<file path="src/hdl/sts_pkg.sv">
package sts_pkg;

   // field widths
   localparam int CHAR_W  = 16;
   localparam int VOICE_W = 4;
   localparam int VSET_W  = 2;
   localparam int SCOPE_W = 2;

   // default depth of the result queue (at least 2)
   localparam int OUTQ_DEPTH = 4;

   // result kinds
   localparam logic KIND_TEXT = 1'b0;
   localparam logic KIND_END  = 1'b1;

   // character codes used by the parser
   localparam logic [CHAR_W-1:0] CH_BANG       = 16'h0021;
   localparam logic [CHAR_W-1:0] CH_QUOTE      = 16'h0022;
   localparam logic [CHAR_W-1:0] CH_ZERO       = 16'h0030;
   localparam logic [CHAR_W-1:0] CH_ONE        = 16'h0031;
   localparam logic [CHAR_W-1:0] CH_NINE       = 16'h0039;
   localparam logic [CHAR_W-1:0] CH_QMARK      = 16'h003F;
   localparam logic [CHAR_W-1:0] CH_UPPER_A    = 16'h0041;
   localparam logic [CHAR_W-1:0] CH_UPPER_Z    = 16'h005A;
   localparam logic [CHAR_W-1:0] CH_LBRACKET   = 16'h005B;
   localparam logic [CHAR_W-1:0] CH_BACKSLASH  = 16'h005C;
   localparam logic [CHAR_W-1:0] CH_RBRACKET   = 16'h005D;
   localparam logic [CHAR_W-1:0] CH_UNDERSCORE = 16'h005F;
   localparam logic [CHAR_W-1:0] CH_LOWER_A    = 16'h0061;
   localparam logic [CHAR_W-1:0] CH_LOWER_H    = 16'h0068;
   localparam logic [CHAR_W-1:0] CH_LOWER_P    = 16'h0070;
   localparam logic [CHAR_W-1:0] CH_LOWER_Q    = 16'h0071;
   localparam logic [CHAR_W-1:0] CH_LOWER_S    = 16'h0073;
   localparam logic [CHAR_W-1:0] CH_LOWER_U    = 16'h0075;
   localparam logic [CHAR_W-1:0] CH_LOWER_W    = 16'h0077;
   localparam logic [CHAR_W-1:0] CH_LOWER_Z    = 16'h007A;

   // scope codes
   localparam logic [SCOPE_W-1:0] SCOPE_FIRST  = 2'd0;
   localparam logic [SCOPE_W-1:0] SCOPE_SECOND = 2'd1;
   localparam logic [SCOPE_W-1:0] SCOPE_OTHER  = 2'd2;

   // quick section close progress
   localparam logic [1:0] QCM_IDLE  = 2'd0;
   localparam logic [1:0] QCM_BSL   = 2'd1;
   localparam logic [1:0] QCM_USC   = 2'd2;

   // voice set codes
   localparam logic [VSET_W-1:0] VSET_FEMALE  = 2'd0;
   localparam logic [VSET_W-1:0] VSET_MALE    = 2'd1;

   // voice numbers
   localparam logic [VOICE_W-1:0] VOICE_F0    = 4'd1;
   localparam logic [VOICE_W-1:0] VOICE_F1    = 4'd2;
   localparam logic [VOICE_W-1:0] VOICE_M0    = 4'd3;
   localparam logic [VOICE_W-1:0] VOICE_M1    = 4'd4;
   localparam logic [VOICE_W-1:0] VOICE_OTHER = 4'd5;
   localparam logic [VOICE_W-1:0] VOICE_X0    = 4'd7;
   localparam logic [VOICE_W-1:0] VOICE_X1    = 4'd8;

   // parser modes
   typedef enum logic [3:0] {
      MODE_TEXT   = 4'd0,
      MODE_BSL    = 4'd1,
      MODE_USC    = 4'd2,
      MODE_AFTER  = 4'd3,
      MODE_BRK    = 4'd4,
      MODE_BQUO   = 4'd5,
      MODE_PSEL   = 4'd6,
      MODE_PNUM   = 4'd7,
      MODE_PSKIP  = 4'd8,
      MODE_QUICK  = 4'd9,
      MODE_QPSEL  = 4'd10,
      MODE_QPNUM  = 4'd11,
      MODE_QPSKIP = 4'd12
   } mode_type;

   // one result item
   typedef struct packed {
      logic               kind;
      logic [CHAR_W-1:0]  text_char;
      logic [VOICE_W-1:0] voice;
      logic               last_of_run;
   } result_type;

   // parser to queue: up to two results per step
   typedef struct packed {
      logic       push0;
      logic       push1;
      result_type res0;
      result_type res1;
   } push_type;

   function automatic logic is_digit(input logic [CHAR_W-1:0] c);
      return (c >= CH_ZERO) && (c <= CH_NINE);
   endfunction

   // digit value clamped to the scope range
   function automatic logic [SCOPE_W-1:0] digit_scope(input logic [CHAR_W-1:0] c);
      return (c[3:0] >= 4'd2) ? SCOPE_OTHER : c[SCOPE_W-1:0];
   endfunction

   function automatic logic is_tag_letter(input logic [CHAR_W-1:0] c);
      return is_digit(c)
         || ((c >= CH_UPPER_A) && (c <= CH_UPPER_Z))
         || ((c >= CH_LOWER_A) && (c <= CH_LOWER_Z))
         || (c == CH_BANG) || (c == CH_QMARK);
   endfunction

   function automatic logic [VOICE_W-1:0] voice_of(input logic [VSET_W-1:0] vs,
                                                   input logic [SCOPE_W-1:0] s);
      logic [VOICE_W-1:0] v;
      v = VOICE_OTHER;
      if (s == SCOPE_FIRST) begin
         v = (vs == VSET_FEMALE) ? VOICE_F0 : ((vs == VSET_MALE) ? VOICE_M0 : VOICE_X0);
      end else if (s == SCOPE_SECOND) begin
         v = (vs == VSET_FEMALE) ? VOICE_F1 : ((vs == VSET_MALE) ? VOICE_M1 : VOICE_X1);
      end
      return v;
   endfunction

   function automatic result_type make_result(input logic k,
                                              input logic [CHAR_W-1:0] ch,
                                              input logic [VOICE_W-1:0] v);
      result_type r;
      r.kind        = k;
      r.text_char   = ch;
      r.voice       = v;
      r.last_of_run = 1'b0;
      return r;
   endfunction

endpackage

</file>
<file path="src/hdl/sts_if.sv">
// input item channel
interface sts_req_if;
   logic                        valid;
   logic                        ready;
   logic [sts_pkg::CHAR_W-1:0]  char_code;
   logic                        end_of_script;

   modport source (output valid, output char_code, output end_of_script, input ready);
   modport sink   (input valid, input char_code, input end_of_script, output ready);
endinterface

// result item channel
interface sts_rsp_if;
   logic                        valid;
   logic                        ready;
   logic                        kind;
   logic [sts_pkg::CHAR_W-1:0]  text_char;
   logic [sts_pkg::VOICE_W-1:0] voice;
   logic                        last_of_run;

   modport source (output valid, output kind, output text_char, output voice,
                   output last_of_run, input ready);
   modport sink   (input valid, input kind, input text_char, input voice,
                   input last_of_run, output ready);
endinterface

</file>
<file path="src/hdl/sts_parser.sv">
module sts_parser (
   input  logic                        clock,
   input  logic                        reset,
   sts_req_if.sink                     req,
   input  logic [sts_pkg::VSET_W-1:0]  voice_set,
   input  logic                        room,
   output sts_pkg::push_type           push
);

   // input register
   logic                        in_vld_ff, in_vld_in;
   logic [sts_pkg::CHAR_W-1:0]  in_char_ff;
   logic                        in_eos_ff;

   // parse state
   sts_pkg::mode_type           mode_ff, mode_in;
   logic [1:0]                  usc_ff, usc_in;
   logic                        dtf_ff, dtf_in;
   logic [1:0]                  qcm_ff, qcm_in;
   logic [sts_pkg::SCOPE_W-1:0] scope_ff, scope_in;
   logic [sts_pkg::SCOPE_W-1:0] pend_ff, pend_in;
   logic                        seg_text_ff, seg_text_in;

   logic                        req_fire;
   logic                        step_fire;
   logic                        body_vld, eos_vld;
   sts_pkg::result_type         body_res, eos_res;

   assign step_fire = in_vld_ff & room;
   assign req.ready = ~in_vld_ff | room;
   assign req_fire  = req.valid & req.ready;
   assign in_vld_in = req_fire | (in_vld_ff & ~step_fire);

   // input register
   always_ff @(posedge clock) begin
      if (reset) begin
         in_vld_ff <= 1'b0;
      end else begin
         in_vld_ff <= in_vld_in;
      end
      if (req_fire) begin
         in_char_ff <= req.char_code;
         in_eos_ff  <= req.end_of_script;
      end
   end

   // parse state register, advanced once per item
   always_ff @(posedge clock) begin
      if (reset) begin
         mode_ff     <= sts_pkg::MODE_TEXT;
         usc_ff      <= '0;
         dtf_ff      <= 1'b0;
         qcm_ff      <= sts_pkg::QCM_IDLE;
         scope_ff    <= sts_pkg::SCOPE_FIRST;
         pend_ff     <= sts_pkg::SCOPE_FIRST;
         seg_text_ff <= 1'b0;
      end else if (step_fire) begin
         mode_ff     <= mode_in;
         usc_ff      <= usc_in;
         dtf_ff      <= dtf_in;
         qcm_ff      <= qcm_in;
         scope_ff    <= scope_in;
         pend_ff     <= pend_in;
         seg_text_ff <= seg_text_in;
      end
   end

   // one character step; the body emits at most one result, end of script one more
   always_comb begin
      logic                        do_text;
      logic                        do_quick;
      logic                        do_tag;
      logic                        do_psel;
      logic                        do_pnum;
      logic                        reading;
      logic                        quick;
      logic [sts_pkg::CHAR_W-1:0]  c;

      c           = in_char_ff;
      mode_in     = mode_ff;
      usc_in      = usc_ff;
      dtf_in      = dtf_ff;
      qcm_in      = qcm_ff;
      scope_in    = scope_ff;
      pend_in     = pend_ff;
      seg_text_in = seg_text_ff;
      body_vld    = 1'b0;
      body_res    = '0;
      eos_vld     = 1'b0;
      eos_res     = '0;
      do_text     = 1'b0;
      do_quick    = 1'b0;
      do_tag      = 1'b0;
      do_psel     = 1'b0;
      do_pnum     = 1'b0;
      reading     = 1'b0;
      quick       = 1'b0;

      unique case (mode_ff)
         sts_pkg::MODE_TEXT: do_text = 1'b1;
         sts_pkg::MODE_BSL: begin
            if (c == sts_pkg::CH_BACKSLASH) begin
               // escaped backslash
               body_vld    = 1'b1;
               body_res    = sts_pkg::make_result(sts_pkg::KIND_TEXT, c,
                                sts_pkg::voice_of(voice_set, scope_in));
               seg_text_in = 1'b1;
               mode_in     = sts_pkg::MODE_TEXT;
            end else if (c == sts_pkg::CH_ZERO || c == sts_pkg::CH_LOWER_H ||
                         c == sts_pkg::CH_ONE  || c == sts_pkg::CH_LOWER_U ||
                         c == sts_pkg::CH_LOWER_P) begin
               // scope tag closes the segment
               if (seg_text_in) begin
                  body_vld = 1'b1;
                  body_res = sts_pkg::make_result(sts_pkg::KIND_END, '0,
                                sts_pkg::voice_of(voice_set, scope_in));
               end
               seg_text_in = 1'b0;
               if (c == sts_pkg::CH_LOWER_P) begin
                  mode_in = sts_pkg::MODE_PSEL;
               end else begin
                  scope_in = (c == sts_pkg::CH_ONE || c == sts_pkg::CH_LOWER_U) ?
                             sts_pkg::SCOPE_SECOND : sts_pkg::SCOPE_FIRST;
                  mode_in  = sts_pkg::MODE_TEXT;
               end
            end else if (c == sts_pkg::CH_UNDERSCORE) begin
               usc_in  = 2'd1;
               mode_in = sts_pkg::MODE_USC;
            end else begin
               usc_in = 2'd0;
               do_tag = 1'b1;
            end
         end
         sts_pkg::MODE_USC: begin
            if (c == sts_pkg::CH_UNDERSCORE) begin
               if (usc_in < 2'd2) usc_in = usc_in + 2'd1;
            end else begin
               do_tag = 1'b1;
            end
         end
         sts_pkg::MODE_AFTER: begin
            if (c == sts_pkg::CH_LBRACKET) begin
               mode_in = sts_pkg::MODE_BRK;
            end else if (sts_pkg::is_digit(c) && dtf_in) begin
               mode_in = sts_pkg::MODE_TEXT;
            end else begin
               do_text = 1'b1;
            end
            dtf_in = 1'b0;
         end
         sts_pkg::MODE_BRK: begin
            if (c == sts_pkg::CH_QUOTE) mode_in = sts_pkg::MODE_BQUO;
            else if (c == sts_pkg::CH_RBRACKET) mode_in = sts_pkg::MODE_TEXT;
         end
         sts_pkg::MODE_BQUO: begin
            if (c == sts_pkg::CH_QUOTE) mode_in = sts_pkg::MODE_BRK;
         end
         sts_pkg::MODE_PSEL:   do_psel = 1'b1;
         sts_pkg::MODE_PNUM: begin
            do_pnum = 1'b1;
            reading = 1'b1;
         end
         sts_pkg::MODE_PSKIP:  do_pnum = 1'b1;
         sts_pkg::MODE_QUICK:  do_quick = 1'b1;
         sts_pkg::MODE_QPSEL: begin
            do_psel = 1'b1;
            quick   = 1'b1;
         end
         sts_pkg::MODE_QPNUM: begin
            do_pnum = 1'b1;
            reading = 1'b1;
            quick   = 1'b1;
         end
         sts_pkg::MODE_QPSKIP: begin
            do_pnum = 1'b1;
            quick   = 1'b1;
         end
         default: do_text = 1'b1;
      endcase

      // bracketed scope number
      if (do_pnum) begin
         if (c == sts_pkg::CH_RBRACKET) begin
            scope_in = pend_in;
            mode_in  = quick ? sts_pkg::MODE_QUICK : sts_pkg::MODE_TEXT;
            if (quick) qcm_in = sts_pkg::QCM_IDLE;
         end else if (reading && sts_pkg::is_digit(c)) begin
            if (pend_in == sts_pkg::SCOPE_FIRST) pend_in = sts_pkg::digit_scope(c);
            else pend_in = sts_pkg::SCOPE_OTHER;
         end else begin
            mode_in = quick ? sts_pkg::MODE_QPSKIP : sts_pkg::MODE_PSKIP;
         end
      end

      // tag letter after backslash and underscores
      if (do_tag) begin
         if (sts_pkg::is_tag_letter(c)) begin
            if (c == sts_pkg::CH_LOWER_Q && usc_in == 2'd1) begin
               mode_in = sts_pkg::MODE_QUICK;
               qcm_in  = sts_pkg::QCM_IDLE;
            end else begin
               mode_in = sts_pkg::MODE_AFTER;
               dtf_in  = (c == sts_pkg::CH_LOWER_W || c == sts_pkg::CH_LOWER_S);
            end
         end else begin
            do_text = 1'b1;
         end
         usc_in = 2'd0;
      end

      // character after backslash p
      if (do_psel) begin
         if (sts_pkg::is_digit(c)) begin
            scope_in = sts_pkg::digit_scope(c);
            mode_in  = quick ? sts_pkg::MODE_QUICK : sts_pkg::MODE_TEXT;
            if (quick) qcm_in = sts_pkg::QCM_IDLE;
         end else if (c == sts_pkg::CH_LBRACKET) begin
            pend_in = sts_pkg::SCOPE_FIRST;
            mode_in = quick ? sts_pkg::MODE_QPNUM : sts_pkg::MODE_PNUM;
         end else begin
            scope_in = sts_pkg::SCOPE_FIRST;
            if (quick) begin
               qcm_in   = sts_pkg::QCM_IDLE;
               do_quick = 1'b1;
            end else begin
               do_text = 1'b1;
            end
         end
      end

      // quick section character
      if (do_quick) begin
         mode_in = sts_pkg::MODE_QUICK;
         case (qcm_in)
            sts_pkg::QCM_IDLE: begin
               if (c == sts_pkg::CH_BACKSLASH) qcm_in = sts_pkg::QCM_BSL;
            end
            sts_pkg::QCM_BSL: begin
               qcm_in = sts_pkg::QCM_IDLE;
               if (c == sts_pkg::CH_UNDERSCORE) begin
                  qcm_in = sts_pkg::QCM_USC;
               end else if (c == sts_pkg::CH_ZERO || c == sts_pkg::CH_LOWER_H ||
                            c == sts_pkg::CH_ONE  || c == sts_pkg::CH_LOWER_U ||
                            c == sts_pkg::CH_LOWER_P) begin
                  if (seg_text_in) begin
                     body_vld = 1'b1;
                     body_res = sts_pkg::make_result(sts_pkg::KIND_END, '0,
                                   sts_pkg::voice_of(voice_set, scope_in));
                  end
                  seg_text_in = 1'b0;
                  if (c == sts_pkg::CH_LOWER_P) begin
                     mode_in = sts_pkg::MODE_QPSEL;
                  end else begin
                     scope_in = (c == sts_pkg::CH_ONE || c == sts_pkg::CH_LOWER_U) ?
                                sts_pkg::SCOPE_SECOND : sts_pkg::SCOPE_FIRST;
                  end
               end
            end
            default: begin
               qcm_in = sts_pkg::QCM_IDLE;
               if (c == sts_pkg::CH_LOWER_Q) mode_in = sts_pkg::MODE_TEXT;
               else if (c == sts_pkg::CH_BACKSLASH) qcm_in = sts_pkg::QCM_BSL;
            end
         endcase
      end

      // plain text character
      if (do_text) begin
         if (c == sts_pkg::CH_BACKSLASH) begin
            mode_in = sts_pkg::MODE_BSL;
         end else begin
            mode_in     = sts_pkg::MODE_TEXT;
            body_vld    = 1'b1;
            body_res    = sts_pkg::make_result(sts_pkg::KIND_TEXT, c,
                             sts_pkg::voice_of(voice_set, scope_in));
            seg_text_in = 1'b1;
         end
      end

      // end of script: close the segment and return to reset
      if (in_eos_ff) begin
         if (seg_text_in) begin
            eos_vld = 1'b1;
            eos_res = sts_pkg::make_result(sts_pkg::KIND_END, '0,
                         sts_pkg::voice_of(voice_set, scope_in));
         end
         mode_in     = sts_pkg::MODE_TEXT;
         usc_in      = 2'd0;
         dtf_in      = 1'b0;
         qcm_in      = sts_pkg::QCM_IDLE;
         scope_in    = sts_pkg::SCOPE_FIRST;
         pend_in     = sts_pkg::SCOPE_FIRST;
         seg_text_in = 1'b0;
      end
   end

   // pack results into queue slots in order
   always_comb begin
      push.push0 = step_fire & (body_vld | eos_vld);
      push.push1 = step_fire & body_vld & eos_vld;
      push.res0  = body_vld ? body_res : eos_res;
      push.res0.last_of_run = ~(body_vld & eos_vld);
      push.res1  = eos_res;
      push.res1.last_of_run = 1'b1;
   end

endmodule

</file>
<file path="src/hdl/sts_outq.sv">
module sts_outq #(
   parameter int DEPTH = sts_pkg::OUTQ_DEPTH
) (
   input  logic              clock,
   input  logic              reset,
   input  sts_pkg::push_type push,
   output logic              room,
   sts_rsp_if.source         rsp
);

   localparam int PTR_W = (DEPTH > 1) ? $clog2(DEPTH) : 1;
   localparam int CNT_W = $clog2(DEPTH + 1);

   sts_pkg::result_type  mem_ff [DEPTH];
   logic [PTR_W-1:0]     wr_ff, wr_in, wr_next;
   logic [PTR_W-1:0]     rd_ff, rd_in;
   logic [CNT_W-1:0]     cnt_ff, cnt_in;
   logic                 pop;

   function automatic logic [PTR_W-1:0] ptr_inc(input logic [PTR_W-1:0] p);
      return (p == PTR_W'(DEPTH - 1)) ? '0 : p + PTR_W'(1);
   endfunction

   // room for a full step of two results
   assign room    = cnt_ff <= CNT_W'(DEPTH - 2);
   assign pop     = rsp.valid & rsp.ready;
   assign wr_next = ptr_inc(wr_ff);

   // pointer and count update
   always_comb begin
      wr_in  = push.push1 ? ptr_inc(wr_next) : (push.push0 ? wr_next : wr_ff);
      rd_in  = pop ? ptr_inc(rd_ff) : rd_ff;
      cnt_in = cnt_ff + CNT_W'(push.push0) + CNT_W'(push.push1) - CNT_W'(pop);
   end

   always_ff @(posedge clock) begin
      if (reset) begin
         wr_ff  <= '0;
         rd_ff  <= '0;
         cnt_ff <= '0;
      end else begin
         wr_ff  <= wr_in;
         rd_ff  <= rd_in;
         cnt_ff <= cnt_in;
      end
   end

   // result storage
   always_ff @(posedge clock) begin
      if (push.push0) mem_ff[wr_ff]   <= push.res0;
      if (push.push1) mem_ff[wr_next] <= push.res1;
   end

   // head item drives the result channel
   assign rsp.valid       = cnt_ff != '0;
   assign rsp.kind        = mem_ff[rd_ff].kind;
   assign rsp.text_char   = mem_ff[rd_ff].text_char;
   assign rsp.voice       = mem_ff[rd_ff].voice;
   assign rsp.last_of_run = mem_ff[rd_ff].last_of_run;

endmodule

</file>
<file path="src/hdl/script_tag_stripper_scope_split_unit.sv">
// Script tag stripper with speaker scope split.
// An accepted item waits in the input register until the queue has room; its results
// then go to the result queue. Throughput: one item per cycle while the queue has room;
// an item with two results (text plus end of script) leaves the queue one at a time.
// Reset (synchronous, active high) clears parser state, queue and voice_set to 0.
module script_tag_stripper_scope_split_unit #(
   parameter int OUTQ_DEPTH = sts_pkg::OUTQ_DEPTH
) (
   input  logic                        clock,
   input  logic                        reset,
   sts_req_if.sink                     req_chan,
   sts_rsp_if.source                   rsp_chan,
   input  logic                        csr_wr_en,
   input  logic [sts_pkg::VSET_W-1:0]  csr_wr_data
);

   logic [sts_pkg::VSET_W-1:0] voice_set_ff;
   logic                       room;
   sts_pkg::push_type          push;

   // voice set register
   always_ff @(posedge clock) begin
      if (reset) begin
         voice_set_ff <= '0;
      end else if (csr_wr_en) begin
         voice_set_ff <= csr_wr_data;
      end
   end

   sts_parser u_parser (
      .clock     (clock),
      .reset     (reset),
      .req       (req_chan),
      .voice_set (voice_set_ff),
      .room      (room),
      .push      (push)
   );

   sts_outq #(
      .DEPTH (OUTQ_DEPTH)
   ) u_outq (
      .clock (clock),
      .reset (reset),
      .push  (push),
      .room  (room),
      .rsp   (rsp_chan)
   );

   // second slot only filled together with the first
   a_push_order: assert property (@(posedge clock) disable iff (reset)
      push.push1 |-> push.push0)
      else $error("second result pushed without first");

   // the second result of a step is always the closing end marker
   a_second_is_end: assert property (@(posedge clock) disable iff (reset)
      push.push1 |-> (push.res1.kind == sts_pkg::KIND_END) && push.res1.last_of_run
                     && !push.res0.last_of_run)
      else $error("bad two-result step");

   // a single result closes its run
   a_single_last: assert property (@(posedge clock) disable iff (reset)
      (push.push0 && !push.push1) |-> push.res0.last_of_run)
      else $error("single result not marked last");

   // end markers carry no character
   a_end_zero: assert property (@(posedge clock) disable iff (reset)
      (push.push0 && push.res0.kind == sts_pkg::KIND_END) |-> push.res0.text_char == '0)
      else $error("end marker with character");

endmodule

</file>
<file path="src/flat_wrapper.sv">
// flat-port wrapper written by rule: the top's interface ports become plain ports
module script_tag_stripper_scope_split_unit_flat 
#(
   parameter int OUTQ_DEPTH = sts_pkg::OUTQ_DEPTH
)
  (clock, reset, csr_wr_en, csr_wr_data, req_chan_valid, req_chan_char_code, req_chan_end_of_script, req_chan_ready, rsp_chan_valid, rsp_chan_kind, rsp_chan_text_char, rsp_chan_voice, rsp_chan_last_of_run, rsp_chan_ready);
  sts_req_if req_chan_i ();
  sts_rsp_if rsp_chan_i ();
  input  logic clock;
  input  logic reset;
  input  logic csr_wr_en;
  input  logic [sts_pkg::VSET_W-1:0] csr_wr_data;
  input wire logic [$bits(req_chan_i.valid)-1:0] req_chan_valid;
  input wire logic [$bits(req_chan_i.char_code)-1:0] req_chan_char_code;
  input wire logic [$bits(req_chan_i.end_of_script)-1:0] req_chan_end_of_script;
  output wire logic [$bits(req_chan_i.ready)-1:0] req_chan_ready;
  output wire logic [$bits(rsp_chan_i.valid)-1:0] rsp_chan_valid;
  output wire logic [$bits(rsp_chan_i.kind)-1:0] rsp_chan_kind;
  output wire logic [$bits(rsp_chan_i.text_char)-1:0] rsp_chan_text_char;
  output wire logic [$bits(rsp_chan_i.voice)-1:0] rsp_chan_voice;
  output wire logic [$bits(rsp_chan_i.last_of_run)-1:0] rsp_chan_last_of_run;
  input wire logic [$bits(rsp_chan_i.ready)-1:0] rsp_chan_ready;
  assign req_chan_i.valid = req_chan_valid;
  assign req_chan_i.char_code = req_chan_char_code;
  assign req_chan_i.end_of_script = req_chan_end_of_script;
  assign req_chan_ready = req_chan_i.ready;
  assign rsp_chan_valid = rsp_chan_i.valid;
  assign rsp_chan_kind = rsp_chan_i.kind;
  assign rsp_chan_text_char = rsp_chan_i.text_char;
  assign rsp_chan_voice = rsp_chan_i.voice;
  assign rsp_chan_last_of_run = rsp_chan_i.last_of_run;
  assign rsp_chan_i.ready = rsp_chan_ready;
  script_tag_stripper_scope_split_unit #(.OUTQ_DEPTH(OUTQ_DEPTH)) u_core (.clock(clock), .reset(reset), .req_chan(req_chan_i), .rsp_chan(rsp_chan_i), .csr_wr_en(csr_wr_en), .csr_wr_data(csr_wr_data));
endmodule
</file>
<file path="config.mk">
export PLATFORM = sky130hd
export DESIGN_NAME = script_tag_stripper_scope_split_unit_flat
export DESIGN_NICKNAME = d
export VERILOG_FILES = /design/src/hdl/sts_pkg.sv /design/src/hdl/sts_if.sv /design/src/hdl/sts_parser.sv /design/src/hdl/sts_outq.sv /design/src/hdl/script_tag_stripper_scope_split_unit.sv /design/src/flat_wrapper.sv
export SDC_FILE = /design/constraint.sdc
export NUM_CORES = 1
export LEC_CHECK = 0
export ABC_AREA = 1
export BUFFER_PORTS_ARGS = -buffer_cell sky130_fd_sc_hd__clkbuf_2
export CAP_MARGIN = 15
export CORE_AREA = 8 8 121 123
export DETAILED_ROUTE_END_ITERATION = 10
export DIE_AREA = 0 0 129 131
export PLACE_DENSITY_LB_ADDON = 0.25
export SLEW_MARGIN = 40
export SYNTH_ARGS = -nofsm -noshare
export SYNTH_HDL_FRONTEND = slang
export SYNTH_SLANG_ARGS = --single-unit
</file>
<file path="constraint.sdc">
create_clock -name clock -period 5.1 [get_ports clock]
set_input_delay 0.765 -clock clock [delete_from_list [all_inputs] [get_ports clock]]
set_output_delay 0.765 -clock clock [all_outputs]
set_load 0.03 [all_outputs]
</file>
==> results of run 1 <==
[logic make-up (layout without fill, tap and decap cells)]
| kind of cell | after synthesis | count (layout) | share of synthesized area |
|---|---|---|---|
| simple gates | 612 | 612 | 0.370 |
| compound gates | 166 | 166 | 0.125 |
| buf+inv | 139 | 183 | 0.0818 |
| flops | 131 | 131 | 0.398 |
| fa+ha+maj | 12 | 12 | 0.0219 |
| xor+xnor | 3 | 3 | 0.00349 |
[cell usage after synthesis, types with 2 or more instances]
| library cell | n | share of area |
|---|---|---|
| a22oi_1 | 3 | 0.0030 |
| o21ai_1 | 10 | 0.0067 |
| o21ai_0 | 71 | 0.047 |
| nor2_4 | 12 | 0.018 |
| nand2_2 | 7 | 0.0058 |
| ha_1 | 10 | 0.017 |
| nor2_1 | 132 | 0.066 |
| clkbuf_1 | 18 | 0.0090 |
| edfxtp_1 | 37 | 0.15 |
| nor3_1 | 7 | 0.0047 |
| a31oi_1 | 2 | 0.0017 |
| nand4_1 | 16 | 0.013 |
| nand3_2 | 4 | 0.0053 |
| inv_4 | 2 | 0.0017 |
| nand3_4 | 5 | 0.012 |
| nand2_1 | 297 | 0.15 |
| dfxtp_1 | 94 | 0.25 |
| a21oi_1 | 37 | 0.025 |
| nand3b_1 | 2 | 0.0020 |
| fa_1 | 2 | 0.0053 |
| nand3_1 | 116 | 0.077 |
| buf_2 | 5 | 0.0033 |
| inv_2 | 7 | 0.0035 |
| nor2_2 | 4 | 0.0033 |
| o211ai_1 | 4 | 0.0040 |
| o22ai_1 | 24 | 0.020 |
| o21bai_1 | 2 | 0.0020 |
| xor2_1 | 2 | 0.0023 |
| nand2_4 | 5 | 0.0075 |
| o2111ai_1 | 2 | 0.0023 |
| buf_6 | 9 | 0.013 |
| inv_1 | 92 | 0.046 |
| a21oi_2 | 4 | 0.0047 |
| buf_4 | 4 | 0.0040 |
[routing by layer]
layer / vias to the layer above / part of all wire / global-route usage
met5: - / 0 / 0
met4: 0 / 0.028 / 0.111
met3: 52 / 0.075 / 0.0463
met2: 349 / 0.47 / 0.442
met1: 3381 / 0.42 / 0.324
li1: 3576 / - / -
[cell type report]
cell class              count  share of cell area
flip-flops and latches    131               0.359
repair buffers             49              0.0300
clock buffers              21              0.0577
inverters                 102              0.0464
well taps                 176              0.0264
clock inverters            11              0.0115
multi-input cells         793               0.470
[critical path: cells and delay by family (launching register included)]
family | cells | cell delay, ns
AO/OA/AOI/OAI | 1 | 0.06
AND/OR/NAND/NOR | 13 | 2.16
flip-flops | 1 | 0.38
adder cells (fa/ha/maj) | 3 | 1.05
buffers and inverters | 5 | 0.47
[final timing paths]
kind / to / slack (ns) / cells after the start
max: u_core.u_outq.cnt_ff[1] / 0.86 / 22
min: u_core.u_outq.mem_ff[1][14] / 0.47 / 2
max reg2reg: u_core.u_outq.cnt_ff[1] / 0.86 / 22
min reg2reg: u_core.u_outq.mem_ff[1][14] / 0.47 / 2
[cell usage in the layout, fill, tap and decap left out, types with 3 or more instances in the layout]
cell type  synthesis  final
o21ai_1           10      9
inv_4              2      5
o211ai_1           4      4
nand2_2            7      7
nor2_2             4      4
o22ai_1           24     24
nor2_1           132    132
inv_1             92     92
nand2_1          297    297
ha_1              10     10
nor3_1             7      7
nor2_4            12     12
nand3_2            4      4
a21oi_2            4      4
o21ai_0           71     71
clkinv_2           0      3
nand3_4            5      5
a22oi_1            3      3
nand3_1          116    116
edfxtp_1          37     37
nand4_1           16     16
dfxtp_1           94     93
clkbuf_2           0     47
nand2_4            5      5
inv_2              7      7
a21oi_1           37     37
clkbuf_16          0     18
[where the power goes]
| part | internal, mW | total (mW) | switching (mW) |
|---|---|---|---|
| Combinational | 0.438 | 1.39 | 0.953 |
| Clock | 0.725 | 1.20 | 0.471 |
| Sequential | 1.37 | 1.54 | 0.172 |
[state kept, by name, summed over array words and instances (netlist names), named ones only]
| signal | flops |
|---|---|
| u_core.u_parser.seg_text_ff | 1 |
| u_core.u_parser.mode_ff | 4 |
| u_core.u_parser.in_char_ff | 16 |
| u_core.u_parser.in_vld_ff | 1 |
| u_core.u_parser.scope_ff | 2 |
| u_core.u_parser.usc_ff | 2 |
| u_core.u_outq.wr_ff | 2 |
| u_core.u_parser.in_eos_ff | 1 |
| u_core.u_outq.cnt_ff | 3 |
| u_core.u_outq.rd_ff | 2 |
| u_core.u_parser.dtf_ff | 1 |
| u_core.u_parser.pend_ff | 2 |
| u_core.voice_set_ff | 2 |
| u_core.u_parser.qcm_ff | 2 |
| u_core.u_outq.mem_ff | 88 |
[per-stage QoR]
stage,util,total power [mW],worst slack [ns]
4_1_cts,0.649,4.13,0.874
6_report,0.649,4.13,0.857
5_1_grt,0.649,4.35,0.545
3_3_place_gp,0.603,2.91,1.01
2_1_floorplan,-,2.57,1.46
3_5_place_dp,0.604,2.93,0.907
==> flow_summary.toml, run 1 <==
[status]
status = "finished, final reports clean"

[critical_path]
crit_slowest_cell = "fa_1"
path_max_fanout = 19
cpPeakStageDelay_ns = 0.40
crit_type = "register to register"
rr_startpoint = "u_core.u_parser.in_char_ff[14]"
worstPathCellList = "nor2_1 > nand2_1 > nor2_4 > nand3_1 > nand2_1 > inv_1 > nand3_1 > nand2_1 > inv_1 > o21ai_1 > or2_1 > nand2_1 > nand3_2 > inv_2 > nand2_4 > nand2_1 > ha_1 > fa_1 > inv_1 > fa_1 > inv_1 > nor2_1"
cpMostUsedCell = "nand2_1"
cp-end-kind = "register"
arrival_ns = 4.55
startpoint = "u_core.u_parser.in_char_ff[14]"
start_kind = "register"
required_ns = 5.41

[clock_network]
numCtsBuffers = 17
htree_levels = 4
cts_tree = "yes"
ctsResizeCount = 0
cts_setup_buffers = 0
clk_pin_slew_ns = 0.06
clock-sinks = 131
cts_hold_buffers = 0
clk_latency_ns = 0.43
cts.path.max_buffers = 2
clockRootBuffer = "clkbuf_16"

[synthesis]
avgSynthCellArea_um2 = 7.08
syn_inst = 1063
synth_cell_type_count = 49
syn_area_um2 = 7530
ys_ff_latch = 131
yosysWarnings = 0
synth-edff-count = 37
syn_nets = 1099
synth_ff_type = "dfxtp_1"
ys_seq_area_frac = 0.398
synthArstFlopShare = 0

[final_layout]
final_nets = 1130
final.fill_count = 1155
design_area_um2 = 8350
n_antenna_cell = 0
register_area_um2 = 2990
syn_to_final_growth_pct = 11.0
instances_no_fill = 1283
multiInputGateArea_um2 = 3920
drive_gt1_frac = 0.123

[drt]
drtIter0Drc = 757
postRouteAntennaNets = 0
drc = 0
vias = 7358
via_per_inst = 5.73
wl_um = 21500
avgRoutedWirePerCell_um = 16.8
firstDrtPassIters = 5

[floorplan]
die_y_um = 131
start_util = 0.585
num_rows = 42
die_area_um2 = 16900
io-pin-count = 48
die_w_um = 129
core_area_um2 = 12900

[power_and_ir_drop]
p_per_area_nw_per_um2 = 494
power.leakage_nw = 3.80
ir_drop_uv = 279

[timing]
rsz0062_at_grt = "no"
period_minus_slack_ns = 4.24
drv_slew = 0
max_freq_mhz = 236
max_slew_margin = 0.518
fin_crit_sh = 0.832
hold_viol_final = 0
final.setup.tns_ns = 0
whs_ns = 0.470
finalSetupViolCount = 0
tightest_slew_ns = 0.722
fin_worst_skew_ns = 0.00871

[place]
hpwl_um = 14900
placed_area_um2 = 7770
portBuffers = 47
dp_cells = 1251
place_congestion = 1.00

[global_routing]
grt_pass1_wl_um = 34800
antenna_found_initial = 0
grt_pass1_vias = 6837
gr-total-overflow = 0
grt_max_degree = 46
gr-usage-all-layers = 0.262

[hold_path]
min_from = "u_core.u_outq.mem_ff[1][14]"
hp-class = "register to register"

[run]
cap_viol_max_count = 0
No activity file was read; power rests on OpenSTA's default activity.
==> run 2: changes to the inputs <==
CORE_AREA = 8 8 126 128   (was 8 8 121 123)
DIE_AREA = 0 0 134 136   (was 0 0 129 131)
clock period = 3.5 ns   (was 5.1 ns; I/O delays follow)
==> flow_summary.toml, run 2 (synthesis results as in run 1) <==
[clock_network]
clk_latency_ns = 0.43
clockRootBuffer = "clkbuf_16"
cts_tree = "yes"
cts_hold_buffers = 0
htree_levels = 4
numCtsBuffers = 17
cts.path.max_buffers = 2
clk_pin_slew_ns = 0.06
clock-sinks = 131

[place]
place_congestion = 0.980
dp_cells = 1354
portBuffers = 47
hpwl_um = 15700
placed_area_um2 = 8560

[drt]
drtIter0Drc = 919
avgRoutedWirePerCell_um = 16.8
drc = 0
via_per_inst = 5.57
wl_um = 23800
firstDrtPassIters = 6
postRouteAntennaNets = 0
vias = 7912

[critical_path]
cp-end-kind = "register"
arrival_ns = 3.89
required_ns = 3.80
startpoint = "u_core.u_parser.in_char_ff[4]"
rrSetupSlack_ns = -0.08
cpPeakStageDelay_ns = 0.50
cpMostUsedCell = "nand2_2"
path_max_fanout = 6
crit_slowest_cell = "edfxtp_1"
crit_type = "register to register"
rr_startpoint = "u_core.u_parser.in_char_ff[4]"
start_kind = "register"
worstPathCellList = "inv_2 > nor3_4 > nand3_4 > nand2_2 > o21ai_2 > nor2_2 > nand2_2 > nand2_2 > nand2_2 > nand4_4 > nand2_4 > nor2_4 > nand3_2 > nand3_4 > inv_4 > nand2_8 > nand2_4 > ha_4 > fa_2 > inv_2 > fa_1 > inv_1 > nor2_1"
r2r_end = "u_core.u_outq.cnt_ff[1]"
reg2reg_depth = 23

[hold_path]
hold_depth = 1
hp-class = "input port to register"
min_to = "u_core.u_parser.in_char_ff[1]"
min_from = "req_chan_char_code[1]"

[timing]
tightest_slew_ns = 0.780
rsz0062_at_grt = "yes"
fin_ws_ns = -0.0833
final.setup.tns_ns = -0.108
max_freq_mhz = 279
fin_worst_skew_ns = 0.00908
period_minus_slack_ns = 3.58
hold_viol_final = 0
whs_ns = 0.269
fin_crit_sh = 1.02
drv_slew = 0
finalSetupViolCount = 2
max_slew_margin = 0.479

[final_layout]
most-common-layout-cells = "278 x nand2_1, 120 x buf_4, 117 x nor2_1"
drive_gt1_frac = 0.255
syn_to_final_growth_pct = 28.0
final_nets = 1259
design_area_um2 = 9640
top_register = "u_core.u_outq.mem_ff"
instances_no_fill = 1420
largest_reg_flops = 88
n_antenna_cell = 0
layout_commonest_cell = "nand2_1"
top_regs = "u_core.u_outq.mem_ff x88, u_core.u_parser.in_char_ff x16, u_core.u_parser.mode_ff x4"

[power_and_ir_drop]
power.leakage_nw = 4.46
p_per_area_nw_per_um2 = 642
ir_drop_uv = 340
power_mw = 6.18

[floorplan]
die_w_um = 134
io-pin-count = 48
core_area_um2 = 14000
die_y_um = 136
die_area_um2 = 18200
num_rows = 44
start_util = 0.536

[run]
cap_viol_max_count = 0

[global_routing]
gr-total-overflow = 0
grt_max_degree = 45
grt_pass1_wl_um = 36100
gr-usage-all-layers = 0.249
antenna_found_initial = 0
grt_pass1_vias = 7288

[status]
status = "finished, violations left"
violations = "negative setup slack"
## run 2: changes by cell type in the layout (fill, tap and decap cells not counted), moves of 5 or more
cell	before	now
inv_1	92	87
buf_4	2	120
nand2_1	297	278
nor2_4	12	17
nand2_2	7	20
buf_12	0	5
nor2_2	4	16
nor2_1	132	117
nand2_4	5	10
nand3_1	116	109
## run 2: metal layers
metal  vias to the layer above  wire (µm)  GRT usage
met4                         0        833      0.129
met3                        67       1610     0.0407
met5                         -          0          0
met2                       363      11600      0.421
met1                      3636       9810      0.301
li1                       3846          -          -
## run 2: area by class of cell
class / count / area [µm²]
Inverter: 102 / 390
Tap cell: 184 / 230
Clock buffer: 21 / 470
Timing Repair Buffer: 176 / 1290
Sequential cell: 131 / 2990
Fill cell: 1177 / 4400
Multi-Input combinational cell: 795 / 4170
Clock inverter: 11 / 91.3
## run 2: per-stage QoR
| stage | utilization | setup WS [ns] |
|---|---|---|
| after detailed placement | 0.610 | -0.0928 |
| final | 0.686 | -0.0833 |
| after CTS | 0.660 | 0.00625 |
| after floorplan | - | -0.0309 |
| after global routing | 0.686 | -0.281 |
| after global placement | 0.610 | 0.0167 |
## run 2: timing repair
action | CTS | global route
pin swaps | 9 | 28
buffers inserted | 13 | 18
cloned | 0 | 3
setup endpoints to repair | 7 | 81
resized for setup | 14 | 52
## run 2: worst max path at each step
| stage | end | slack, ns | cells past startpoint |
|---|---|---|---|
| CTS | u_core.u_outq.cnt_ff[1] | 0.006 | 23 |
| finish | u_core.u_outq.cnt_ff[1] | -0.08 | 23 |
| detailed placement | u_core.u_outq.cnt_ff[1] | -0.09 | 23 |
| global placement | u_core.u_outq.cnt_ff[1] | 0.02 | 24 |
| global route | u_core.u_outq.cnt_ff[1] | -0.28 | 26 |
| floorplan | u_core.u_outq.cnt_ff[1] | -0.03 | 24 |
## run 2: report_power, final
part | switching [mW] | total (mW) | internal, mW
Clock | 0.714 | 1.69 | 0.978
Combinational | 1.51 | 2.28 | 0.770
Sequential | 0.215 | 2.21 | 2.00
## run 2: critical path: cells and delay by family (launching register included)
| kind | cells | cell delay (ns) |
|---|---|---|
| compound gates | 1 | 0.05 |
| fa+ha+maj | 3 | 0.97 |
| buf+inv | 4 | 0.29 |
| flops | 1 | 0.50 |
| simple gates | 15 | 1.64 |
